**config.mk**
```make
export PLATFORM = sky130hd
export DESIGN_NAME = curvature_relative_rms_error_core
export DESIGN_NICKNAME = d
export VERILOG_FILES = /design/src/rtl/crre_pkg.sv /design/src/rtl/curvature_relative_rms_error_core.sv /design/src/rtl/crre_front.sv /design/src/rtl/crre_fifo.sv /design/src/rtl/crre_back.sv
export SDC_FILE = /design/constraint.sdc
export NUM_CORES = 2
export LEC_CHECK = 0
export BUFFER_PORTS_ARGS = -buffer_cell sky130_fd_sc_hd__buf_2
export CAP_MARGIN = 10
export CELL_PAD_IN_SITES_DETAIL_PLACEMENT = 0
export CELL_PAD_IN_SITES_GLOBAL_PLACEMENT = 2
export CORE_ASPECT_RATIO = 2
export CORE_MARGIN = 2
export CORE_UTILIZATION = 43
export CTS_CLUSTER_DIAMETER = 80
export DETAILED_ROUTE_END_ITERATION = 10
export GPL_ROUTABILITY_DRIVEN = 1
export PLACE_DENSITY_LB_ADDON = 0.1
export SYNTH_ARGS = -nofsm -noshare
export SYNTH_HDL_FRONTEND = slang
export SYNTH_SLANG_ARGS = --single-unit
```
**constraint.sdc**
```tcl
create_clock -name clk -period 18.2 [get_ports clk]
set_clock_uncertainty 0.05 [all_clocks]
set_input_delay 3.64 -clock clk [delete_from_list [all_inputs] [get_ports clk]]
set_output_delay 3.64 -clock clk [all_outputs]
set_load 0.03 [all_outputs]
```
**src/rtl/crre_pkg.sv**
```systemverilog
// crre_pkg: shared constants, widths and types of the curvature relative rms error core
// no dependencies
package crre_pkg;
  localparam int FracBits    = 16;
  localparam int CurvW       = 24;
  localparam int TolW        = 23;
  localparam int SumW        = 60;
  localparam int CountW      = 13;
  localparam int MaxNodes    = 4096;
  localparam int TotalW      = 42;
  localparam int SubCountW   = 11;
  localparam int MaxSubs     = 1024;
  localparam int IndexW      = 10;
  localparam int OutW        = 32;
  localparam int DvdW        = SumW + 2 * FracBits;
  localparam int RootW       = DvdW / 2;
  localparam int SqRemW      = RootW + 3;
  localparam int StepW       = 7;

  typedef struct packed {
    logic [SumW-1:0]   diff_sum;
    logic [SumW-1:0]   curv_sum;
    logic [CountW-1:0] nodes;
    logic              mesh_end;
  } job_t;

  typedef enum logic [6:0] {
    S_IDLE = 7'b0000001,
    S_DIV  = 7'b0000010,
    S_SQRT = 7'b0000100,
    S_NDIV = 7'b0001000,
    S_ACC  = 7'b0010000,
    S_MEAN = 7'b0100000,
    S_OUT  = 7'b1000000
  } back_state_t;
endpackage

```
**src/rtl/curvature_relative_rms_error_core.sv**
```systemverilog
// curvature_relative_rms_error_core: top level, front accumulator, job queue and back unit
// depends on crre_pkg, crre_front, crre_fifo, crre_back
// path: a node passes the a and b stage registers before the sums; a submesh result follows 92
// divide, 46 root and 46 node divide steps (none if a sum is 0), plus a mean divide at mesh end
// flow: one node per cycle unless a submesh end meets a full queue; back takes jobs only when idle
// reset: synchronous, clears sums, counts and queues; tolerance returns to 66
module curvature_relative_rms_error_core (
  input  logic                              clk,
  input  logic                              rst,
  input  logic                              push,
  output logic                              full,
  input  logic signed [crre_pkg::CurvW-1:0] gauss_analytic,
  input  logic signed [crre_pkg::CurvW-1:0] gauss_discrete,
  input  logic signed [crre_pkg::CurvW-1:0] mean_analytic,
  input  logic signed [crre_pkg::CurvW-1:0] mean_discrete,
  input  logic                              last_of_submesh,
  input  logic                              last_of_mesh,
  output logic                              empty,
  input  logic                              pop,
  output logic [crre_pkg::OutW-1:0]         submesh_error,
  output logic [crre_pkg::OutW-1:0]         mesh_error,
  output logic                              mesh_done,
  output logic [crre_pkg::IndexW-1:0]       submesh_number,
  input  logic                              cfg_valid,
  output logic                              cfg_ready,
  input  logic [crre_pkg::TolW-1:0]         cfg_data
);
  import crre_pkg::*;

  logic [TolW-1:0] curvature_tolerance;
  logic            job_push, job_full, job_valid, job_pop;
  job_t            job_in, job_out;

  assign cfg_ready = 1'b1;

  always_ff @(posedge clk) begin
    if (rst) curvature_tolerance <= TolW'(66);
    else if (cfg_valid && cfg_ready) curvature_tolerance <= cfg_data;
  end

  crre_front u_front (
    .clk, .rst, .push, .full,
    .gauss_analytic, .gauss_discrete, .mean_analytic, .mean_discrete,
    .last_of_submesh, .last_of_mesh,
    .tolerance(curvature_tolerance),
    .job_full, .job_push, .job(job_in)
  );

  crre_fifo u_fifo (
    .clk, .rst,
    .wr(job_push), .wdata(job_in), .wfull(job_full),
    .rd(job_pop), .rvalid(job_valid), .rdata(job_out)
  );

  crre_back u_back (
    .clk, .rst, .job_valid, .job(job_out), .job_pop,
    .empty, .pop, .submesh_error, .mesh_error, .mesh_done, .submesh_number
  );

  a_no_overfill: assert property (@(posedge clk) disable iff (rst) job_full |-> !job_push)
    else $error("job written into full queue");
  a_pop_has_job: assert property (@(posedge clk) disable iff (rst) job_pop |-> job_valid)
    else $error("job taken from empty queue");
  a_reset_empty: assert property (@(posedge clk) rst |=> empty)
    else $error("result present after reset");
endmodule

```
**src/rtl/crre_front.sv**
```systemverilog
// crre_front: accepts nodes, classifies them, squares and accumulates per submesh
// depends on crre_pkg
module crre_front (
  input  logic                              clk,
  input  logic                              rst,
  input  logic                              push,
  output logic                              full,
  input  logic signed [crre_pkg::CurvW-1:0] gauss_analytic,
  input  logic signed [crre_pkg::CurvW-1:0] gauss_discrete,
  input  logic signed [crre_pkg::CurvW-1:0] mean_analytic,
  input  logic signed [crre_pkg::CurvW-1:0] mean_discrete,
  input  logic                              last_of_submesh,
  input  logic                              last_of_mesh,
  input  logic [crre_pkg::TolW-1:0]         tolerance,
  input  logic                              job_full,
  output logic                              job_push,
  output crre_pkg::job_t                    job
);
  import crre_pkg::*;

  logic                 adv;
  logic                 a_valid, a_use, a_end, a_mesh;
  logic [CurvW:0]       a_df;
  logic [CurvW-1:0]     a_an;
  logic                 b_valid, b_use, b_end, b_mesh;
  logic [2*CurvW+1:0]   b_dsq;
  logic [2*CurvW-1:0]   b_csq;
  logic [SumW-1:0]      diff_square_sum, curv_square_sum;
  logic [CountW-1:0]    node_count;
  logic [SumW-1:0]      dsum_next, csum_next;
  logic [CountW-1:0]    count_next;
  logic [SumW:0]        dadd, cadd;
  logic [CurvW-1:0]     abs_ga, abs_ha;
  logic signed [CurvW:0] gdf, hdf;
  logic [CurvW:0]       abs_gdf, abs_hdf;
  logic                 gsel, hsel;

  assign adv  = !(b_valid && b_end && job_full);
  assign full = !adv;

  always_comb begin
    abs_ga  = gauss_analytic[CurvW-1] ? CurvW'(-gauss_analytic) : CurvW'(gauss_analytic);
    abs_ha  = mean_analytic[CurvW-1] ? CurvW'(-mean_analytic) : CurvW'(mean_analytic);
    gdf     = (CurvW+1)'(gauss_discrete) - (CurvW+1)'(gauss_analytic);
    hdf     = (CurvW+1)'(mean_discrete) - (CurvW+1)'(mean_analytic);
    abs_gdf = gdf[CurvW] ? (CurvW+1)'(-gdf) : (CurvW+1)'(gdf);
    abs_hdf = hdf[CurvW] ? (CurvW+1)'(-hdf) : (CurvW+1)'(hdf);
    gsel    = {1'b0, abs_ga} >= {2'b0, tolerance};
    hsel    = {1'b0, abs_ha} >= {2'b0, tolerance};
  end

  always_ff @(posedge clk) begin
    if (rst) begin
      a_valid <= 1'b0;
      b_valid <= 1'b0;
    end else if (adv) begin
      a_valid <= push;
      b_valid <= a_valid;
    end
  end

  always_ff @(posedge clk) begin
    if (adv) begin
      a_use  <= gsel || hsel;
      a_df   <= gsel ? abs_gdf : abs_hdf;
      a_an   <= gsel ? abs_ga : abs_ha;
      a_end  <= last_of_submesh || last_of_mesh;
      a_mesh <= last_of_mesh;
      b_use  <= a_use;
      b_dsq  <= a_df * a_df;
      b_csq  <= a_an * a_an;
      b_end  <= a_end;
      b_mesh <= a_mesh;
    end
  end

  always_comb begin
    dadd       = {1'b0, diff_square_sum} + (SumW+1)'(b_dsq);
    cadd       = {1'b0, curv_square_sum} + (SumW+1)'(b_csq);
    dsum_next  = diff_square_sum;
    csum_next  = curv_square_sum;
    if (b_use) begin
      dsum_next = dadd[SumW] ? {SumW{1'b1}} : dadd[SumW-1:0];
      csum_next = cadd[SumW] ? {SumW{1'b1}} : cadd[SumW-1:0];
    end
    count_next = (node_count < CountW'(MaxNodes)) ? node_count + 1'b1 : node_count;
  end

  assign job_push     = b_valid && b_end && !job_full;
  assign job.diff_sum = dsum_next;
  assign job.curv_sum = csum_next;
  assign job.nodes    = count_next;
  assign job.mesh_end = b_mesh;

  always_ff @(posedge clk) begin
    if (rst) begin
      diff_square_sum <= '0;
      curv_square_sum <= '0;
      node_count      <= '0;
    end else if (adv && b_valid) begin
      if (b_end) begin
        diff_square_sum <= '0;
        curv_square_sum <= '0;
        node_count      <= '0;
      end else begin
        diff_square_sum <= dsum_next;
        curv_square_sum <= csum_next;
        node_count      <= count_next;
      end
    end
  end
endmodule

```
**src/rtl/crre_fifo.sv**
```systemverilog
// crre_fifo: two-entry queue of finished submesh sums between front and back
// depends on crre_pkg
module crre_fifo (
  input  logic           clk,
  input  logic           rst,
  input  logic           wr,
  input  crre_pkg::job_t wdata,
  output logic           wfull,
  input  logic           rd,
  output logic           rvalid,
  output crre_pkg::job_t rdata
);
  import crre_pkg::*;

  job_t       slots [2];
  logic       wptr, rptr;
  logic [1:0] used;

  assign wfull  = used == 2'd2;
  assign rvalid = used != 2'd0;
  assign rdata  = slots[rptr];

  always_ff @(posedge clk) begin
    if (rst) begin
      wptr <= 1'b0;
      rptr <= 1'b0;
      used <= 2'd0;
    end else begin
      if (wr) wptr <= !wptr;
      if (rd) rptr <= !rptr;
      used <= used + {1'b0, wr} - {1'b0, rd};
    end
  end

  always_ff @(posedge clk) begin
    if (wr) slots[wptr] <= wdata;
  end
endmodule

```
**src/rtl/crre_back.sv**
```systemverilog
// crre_back: per submesh divide, square root, node division and mesh mean
// depends on crre_pkg; uses one shared restoring divider and a digit square root
module crre_back (
  input  logic                            clk,
  input  logic                            rst,
  input  logic                            job_valid,
  input  crre_pkg::job_t                  job,
  output logic                            job_pop,
  output logic                            empty,
  input  logic                            pop,
  output logic [crre_pkg::OutW-1:0]       submesh_error,
  output logic [crre_pkg::OutW-1:0]       mesh_error,
  output logic                            mesh_done,
  output logic [crre_pkg::IndexW-1:0]     submesh_number
);
  import crre_pkg::*;

  back_state_t          state;
  logic [DvdW-1:0]      dvd;
  logic [SumW:0]        rem;
  logic [SumW-1:0]      dsr;
  logic [StepW-1:0]     step;
  logic [SqRemW-1:0]    sq_rem;
  logic [RootW-1:0]     root;
  logic [CountW-1:0]    j_n;
  logic                 j_mesh;
  logic [OutW-1:0]      err, mean;
  logic [IndexW-1:0]    idx;
  logic [TotalW-1:0]    error_total;
  logic [SubCountW-1:0] submesh_count;
  logic                 ovalid;
  logic [SumW:0]        rem_sh;
  logic                 ge;
  logic [SqRemW+1:0]    sq_sh, trial;
  logic                 sq_ge;
  logic [TotalW:0]      tadd;
  logic [TotalW-1:0]    total_new;
  logic [SubCountW-1:0] count_new;
  logic [SumW-FracBits-1:0] raw;

  assign empty = !ovalid;
  assign job_pop = (state == S_IDLE) && job_valid;

  always_comb begin
    rem_sh    = {rem[SumW-1:0], dvd[DvdW-1]};
    ge        = rem_sh >= {1'b0, dsr};
    sq_sh     = {sq_rem, dvd[DvdW-1:DvdW-2]};
    trial     = (SqRemW+2)'({root, 2'b01});
    sq_ge     = sq_sh >= trial;
    tadd      = {1'b0, error_total} + (TotalW+1)'(err);
    total_new = tadd[TotalW] ? {TotalW{1'b1}} : tadd[TotalW-1:0];
    count_new = (submesh_count < SubCountW'(MaxSubs)) ? submesh_count + 1'b1 : submesh_count;
    raw       = job.diff_sum[SumW-1:FracBits];
  end

  always_ff @(posedge clk) begin
    if (rst) begin
      state         <= S_IDLE;
      error_total   <= '0;
      submesh_count <= '0;
      ovalid        <= 1'b0;
    end else begin
      if (pop && ovalid && state != S_OUT) ovalid <= 1'b0;
      unique case (state)
        S_IDLE: begin
          if (job_valid) begin
            j_n    <= job.nodes;
            j_mesh <= job.mesh_end;
            if (job.diff_sum == '0 || job.curv_sum == '0) begin
              err   <= (raw > (SumW-FracBits)'({OutW{1'b1}})) ? {OutW{1'b1}} : OutW'(raw);
              state <= S_ACC;
            end else begin
              dvd   <= {job.diff_sum, {(2*FracBits){1'b0}}};
              dsr   <= job.curv_sum;
              rem   <= '0;
              step  <= StepW'(DvdW - 1);
              state <= S_DIV;
            end
          end
        end
        S_DIV: begin
          rem  <= ge ? rem_sh - {1'b0, dsr} : rem_sh;
          dvd  <= {dvd[DvdW-2:0], ge};
          if (step == '0) begin
            sq_rem <= '0;
            root   <= '0;
            step   <= StepW'(RootW - 1);
            state  <= S_SQRT;
          end else begin
            step <= step - 1'b1;
          end
        end
        S_SQRT: begin
          sq_rem <= sq_ge ? SqRemW'(sq_sh - trial) : SqRemW'(sq_sh);
          root   <= {root[RootW-2:0], sq_ge};
          if (step == '0) begin
            dvd   <= {root[RootW-2:0], sq_ge, {(DvdW-RootW){1'b0}}};
            dsr   <= (j_n == '0) ? SumW'(1) : SumW'(j_n);
            rem   <= '0;
            step  <= StepW'(RootW - 1);
            state <= S_NDIV;
          end else begin
            dvd  <= {dvd[DvdW-3:0], 2'b00};
            step <= step - 1'b1;
          end
        end
        S_NDIV: begin
          rem  <= ge ? rem_sh - {1'b0, dsr} : rem_sh;
          dvd  <= {dvd[DvdW-2:0], ge};
          step <= step - 1'b1;
          if (step == '0) begin
            err   <= (dvd[RootW-2:OutW-1] != '0) ? {OutW{1'b1}} : {dvd[OutW-2:0], ge};
            state <= S_ACC;
          end
        end
        S_ACC: begin
          idx  <= (submesh_count < SubCountW'(MaxSubs)) ? IndexW'(submesh_count)
                                                        : IndexW'(MaxSubs - 1);
          mean <= '0;
          if (j_mesh) begin
            dvd           <= {total_new, {(DvdW-TotalW){1'b0}}};
            dsr           <= SumW'(count_new);
            rem           <= '0;
            step          <= StepW'(TotalW - 1);
            error_total   <= '0;
            submesh_count <= '0;
            state         <= S_MEAN;
          end else begin
            error_total   <= total_new;
            submesh_count <= count_new;
            state         <= S_OUT;
          end
        end
        S_MEAN: begin
          rem  <= ge ? rem_sh - {1'b0, dsr} : rem_sh;
          dvd  <= {dvd[DvdW-2:0], ge};
          step <= step - 1'b1;
          if (step == '0) begin
            mean  <= (dvd[TotalW-2:OutW-1] != '0) ? {OutW{1'b1}} : {dvd[OutW-2:0], ge};
            state <= S_OUT;
          end
        end
        S_OUT: begin
          if (!ovalid || pop) begin
            submesh_error  <= err;
            mesh_error     <= mean;
            mesh_done      <= j_mesh;
            submesh_number <= idx;
            ovalid         <= 1'b1;
            state          <= S_IDLE;
          end
        end
        default: state <= S_IDLE;
      endcase
    end
  end
endmodule
```
After elaboration in Yosys (flattened, before gate mapping) --
Memories as Yosys holds them, arrays and structs flattened. A register that Yosys moved wholly into a read port is not among the register bits. Index checks and enable logic that the tools add are counted.
Operators by class: add/subtract/negate cells 16, multiply operators 2, divide/modulo/power cells 0, order comparisons 7, equality and inequality tests 18, shifts and indexed selects 0, multiplexer cells 70, bitwise gates (word level) 1, reduce and logical (&&, ||, !) cells 43
Operators by type and width (number):
- 60-bit two-way mux | 15
- 92-bit two-way mux | 4
- 92-bit case mux with 4 select lines | 1
- 60-bit case mux with 4 select lines | 1
- 32-bit two-way mux | 7
- 60-bit case mux with 3 select lines | 1
- 32-bit case mux with 2 select lines | 2
- 60-bit logical NOT | 2
- 49-bit two-way mux | 2
- 49-bit case mux with 2 select lines | 1
- 46-bit case mux with 2 select lines | 1
- 42-bit two-way mux | 2
- 7-bit two-way mux | 11
- 25-bit two-way mux | 3
- 24-bit two-way mux | 3
- 60-bit by 48-bit adder with 61-bit output | 1
- 60-bit by 50-bit adder with 61-bit output | 1
- 61-bit by 60-bit >= comparator with 1-bit output | 1
- 60-bit subtractor | 1
- 51-bit by 48-bit >= comparator with 1-bit output | 1
- 25-bit by 25-bit multiplier with 50-bit output | 1
- 25-bit negation | 2
- 24-bit by 24-bit subtractor with 25-bit output | 2
- 7-bit case mux with 7 select lines | 1
- other kinds (47) | 90
Word-level totals: bits in registers 853, bits in latches 0, bits in writable memories 268, memory bits (read-only) 0, input port bits 126, memories kept 1
Memories:
- u_fifo.slots | depth 2, bits a word 134, rd ports 1, clocked after Yosys merged registers in 1, write ports 1, RTL line crre_fifo.sv:15 | job_t slots [2];

Logic depth before layout (Yosys ltp) --
depth after elaboration 5, gate-level depth with buffers 30, gate-level depth less buffers 28

By module --
A second synthesis with hierarchy kept.
Second synthesis, totals: cells, all modules 10155, area total of the unflattened synthesis 99305.2 um2
Modules (own cells, without submodules):
- crre_front | instances 1, cells each 6547, area an instance 57092.3 um2
- crre_back | instances 1, cells each 3094, area an instance 31236.2 um2
- crre_fifo | instances 1, cells each 438, area an instance 10126.0 um2
- curvature_relative_rms_error_core | instances 1, cells each 76, area an instance 850.8 um2

Worst setup path before layout --
No wires, ideal clock.
path kind input port to flip-flop, from input port rst, to register u_back.dsr[0], enable pin, arrival 13335 ps, required time 17350 ps, path slack 4015 ps, cell stages on the path 3, buffers on the path 2, path through clkbuf_1 clkbuf_1 a2111oi_0
On the way: longest elaborated chain between the ends 2
RTL lines:
- from (decl) | RTL line curvature_relative_rms_error_core.sv:9 | input logic rst,
- 1-bit inverter (no line)
- 6-bit AND reduction (no line)
- to (signal assigned) | RTL line crre_back.sv:74 | dsr <= job.curv_sum;
- to (signal assigned) | RTL line crre_back.sv:98 | dsr <= (j_n == '0) ? SumW'(1) : SumW'(j_n);
- to (signal assigned) | RTL line crre_back.sv:122 | dsr <= SumW'(count_new);
- to (decl) | RTL line crre_back.sv:21 | logic [SumW-1:0] dsr;
Every way passes these cells. A chain may end at the register's enable or synchronous reset.

Worst setup path in the final report --
from register u_front.a_df[20], to register u_front.b_dsq[46] (data pin)
On the way: longest elaborated chain between the ends 1
RTL lines:
- from (decl) | RTL line crre_front.sv:23 | logic [CurvW:0] a_df;
- from (signal assigned) | RTL line crre_front.sv:65 | a_df <= gsel ? abs_gdf : abs_hdf;
- 25-bit by 25-bit multiplier with 50-bit output | RTL line crre_front.sv:70 | b_dsq <= a_df * a_df;
- to (signal assigned) | RTL line crre_front.sv:70
- to (decl) | RTL line crre_front.sv:26 | logic [2*CurvW+1:0] b_dsq;
Every way passes these cells.

==> out/qor.yml <==
status:
  status: "complete, no violations"
detailed_routing:
  first_iter_violations: 3726
  wire_per_inst_microns: 23.5
  vias: 72900
  drtPass1Iterations: 7
  wirelength_microns: 311000
  routed_via_density: 5.49
  ant_nets: 0
  drc_errors: 0
die:
  die_w_microns: 343
  coreArea_sq_mm: 0.228
  start_util: 0.433
  placement_rows: 248
  dieArea_sq_mm: 0.234
  boundaryPins: 204
  die_h_microns: 681
global_route:
  grtUsageTotal: 0.267
  grt_pass1_vias: 79100
  grt_pass1_wl_microns: 471000
  grt_max_degree: 87
  antenna_found_initial: 2
  grt_overflow: 0
clock_network:
  root_buffer: "clkbuf_16"
  cts_tree: "done"
  cts_setup_buffers: 0
  ctsHoldBuffers: 0
  numCtsBuffers: 107
  cts_resized: 0
  clk_pin_slew_worst_paths_ns: 0.07
  clkLatencyLatePin_ns: 0.80
  clk_path_buf_depth: 3
  cts.sinks: 1120
  htreeDepth: 3
setup_path:
  cp.arrival_ns: 9.17
  r2r_setup_slack_ns: 9.57
  critical_path_required_ns: 18.74
  rr_worst_depth: 27
  cp-end-kind: "flip-flop"
  r2r_start: "u_front.a_df[20]"
  path_max_fanout: 21
  reg2reg_to: "u_front.b_dsq[46]"
  critPathLaunchType: "flip-flop"
  critPathKind: "flip-flop to flip-flop"
timing:
  fmax_mhz: 116
  fin_crit_ns: 8.63
  worst_pin_slew_ns: 1.25
  min_period_over_period: 0.474
  rsz0062_at_grt: "no"
  maxSlewViolCount: 0
  setup-violations-final: 0
  hold_viol_final: 0
  setup_tns_ns: 0
  max_slew_margin: 0.170
synth:
  synth_flop_cell: "edfxtp_1"
  synthCells: 10200
  syn_area_sq_mm: 0.0987
  synth-seq-cells: 1120
  yosysSeqAreaShare: 0.318
  synth_edf_count: 896
  syn_avg_cell_area_sq_um: 9.68
  synthArstFlopShare: 0
  yosys.cell_types.count: 112
  yosys_warnings: 0
  syn_nets: 11900
place:
  gp_congestion: 0.922
  hpwl_microns: 249000
  io_buffers: 202
min_path:
  hold_path_class: "flip-flop to flip-flop"
  min_to: "u_back.mesh_error[15]"
  hold_start: "u_back.mean[15]"
  holdPathStages: 0
finish:
  final_cell_mix: "inv_1, fa_1, edfxtp_1"
  nets: 11900
  drive_gt1_frac: 0.0625
  area_delta_synth_final_pct: 7.98
  final_common_cell: "inv_1"
run:
  max_cap_violations: 0
## cell families (layout without fill, tap and decap cells)
| logic type | count (synthesis) | in the layout | share of synthesized area |
|---|---|---|---|
| mux | 230 | 230 | 0.0239 |
| fa+ha+maj | 1613 | 1613 | 0.274 |
| simple gates | 2605 | 2605 | 0.125 |
| flops | 1120 | 1120 | 0.318 |
| buf+inv | 2009 | 2098 | 0.0770 |
| xor+xnor | 466 | 466 | 0.0414 |
| other cells | 1 | 3 | 0.0000380 |
| compound gates | 2143 | 2143 | 0.141 |
## worst max-delay path, stage by stage (launching register included)
cell and delay (ns):
edfxtp_1 0.89, inv_1 0.44, nor2_1 0.29, inv_1 0.09, fa_1 0.54, inv_1 0.04, ha_1 0.26, inv_1 0.06
fa_1 0.53, inv_1 0.06, fa_1 0.50, fa_1 0.52, fa_1 0.55, inv_1 0.06, fa_1 0.54, inv_1 0.05
ha_1 0.35, a21o_1 0.18, a21o_1 0.17, a21oi_1 0.20, o22ai_1 0.10, nor2_1 0.08, o21ai_0 0.16, a2bb2oi_1 0.27
a221o_1 0.37, o41ai_2 0.49, or4b_1 0.48, o211ai_1 0.10
## metrics by stage
stage	instances	setup slack [ns]	utilization	hold WS [ns]	cell area (sq um)
5_1_grt	13300	9.09	0.467	0.377	107000
2_1_floorplan	10200	4.02	-	0.350	98700
6_report	13300	9.57	0.467	0.366	107000
4_1_cts	13300	9.43	0.467	0.371	107000
3_5_place_dp	13100	9.45	0.451	0.355	103000
3_3_place_gp	13100	9.51	0.451	0.352	103000
## sequential cells by signal, summed over array words and instances (netlist names), 42 cells and up, named ones only
| register | flops |
|---|---|
| u_fifo.slots | 268 |
| u_front.curv_square_sum | 60 |
| u_back.dsr | 60 |
| u_back.error_total | 42 |
| u_back.root | 46 |
| u_back.dvd | 92 |
| u_front.b_dsq | 49 |
| u_front.b_csq | 47 |
| u_back.rem | 60 |
| u_back.sq_rem | 49 |
| u_front.diff_square_sum | 60 |
## routing by layer
metal	wire, microns	share of wire	up-vias	track usage
li1	-	-	34500	-
met1	105000	0.34	36300	0.255
met2	180000	0.58	1403	0.548
met3	7730	0.025	634	0.0204
met4	19000	0.061	0	0.141
met5	0	0	-	0
## synth_stat cells, types with 17 or more instances
library cell | instances | area share
fa_1 | 909 | 0.18
nand2b_1 | 58 | 0.0037
a21o_1 | 260 | 0.020
a22oi_1 | 35 | 0.0027
a22o_1 | 97 | 0.0086
nor3_1 | 139 | 0.0071
o21bai_1 | 62 | 0.0047
nand3_1 | 128 | 0.0065
nor2b_1 | 70 | 0.0044
clkbuf_1 | 373 | 0.014
mux2_2 | 43 | 0.0049
mux2i_1 | 183 | 0.019
a21oi_1 | 683 | 0.035
or2_2 | 28 | 0.0018
edfxtp_1 | 896 | 0.27
nand2_1 | 830 | 0.032
o31ai_1 | 29 | 0.0022
nor4_1 | 63 | 0.0040
xor2_1 | 177 | 0.016
a211oi_1 | 84 | 0.0064
a221o_1 | 20 | 0.0020
xnor2_1 | 289 | 0.026
o21ai_1 | 26 | 0.0013
a31oi_1 | 118 | 0.0075
nand4_1 | 81 | 0.0051
inv_1 | 1580 | 0.060
and2_1 | 289 | 0.018
o211ai_1 | 56 | 0.0043
ha_1 | 704 | 0.089
o21ai_0 | 340 | 0.017
and3_1 | 71 | 0.0045
o22a_1 | 17 | 0.0015
or3_1 | 34 | 0.0022
o21a_1 | 88 | 0.0067
dfxtp_1 | 224 | 0.045
buf_2 | 35 | 0.0018
nor2_1 | 725 | 0.028
## how the worst max path moves through the flow
stage,slack (ns),cells past startpoint,end,from
floorplan,4.02,3,u_back.dsr[0],rst
detailed placement,9.45,27,u_front.b_dsq[46],u_front.a_df[20]
CTS,9.43,27,u_front.b_dsq[46],u_front.a_df[20]
global route,9.09,27,u_front.b_dsq[46],u_front.a_df[20]
finish,9.57,27,u_front.b_dsq[46],u_front.a_df[20]
global placement,9.51,27,u_front.b_dsq[46],u_front.a_df[20]
## final cells by class
cell class,instances,area [sq um]
inverters,1582,5940
clock buffers,141,2970
flip-flops and latches,1120,31400
clock inverters,63,771
fillers,22000,122000
diodes,2,5.00
multi-input cells,7058,59900
repair buffers,312,1840
well taps,3000,3750
Power is left out: the tool's default activity adds up to more than one toggle a clock period on the data nets, which glitch-free logic cannot reach.
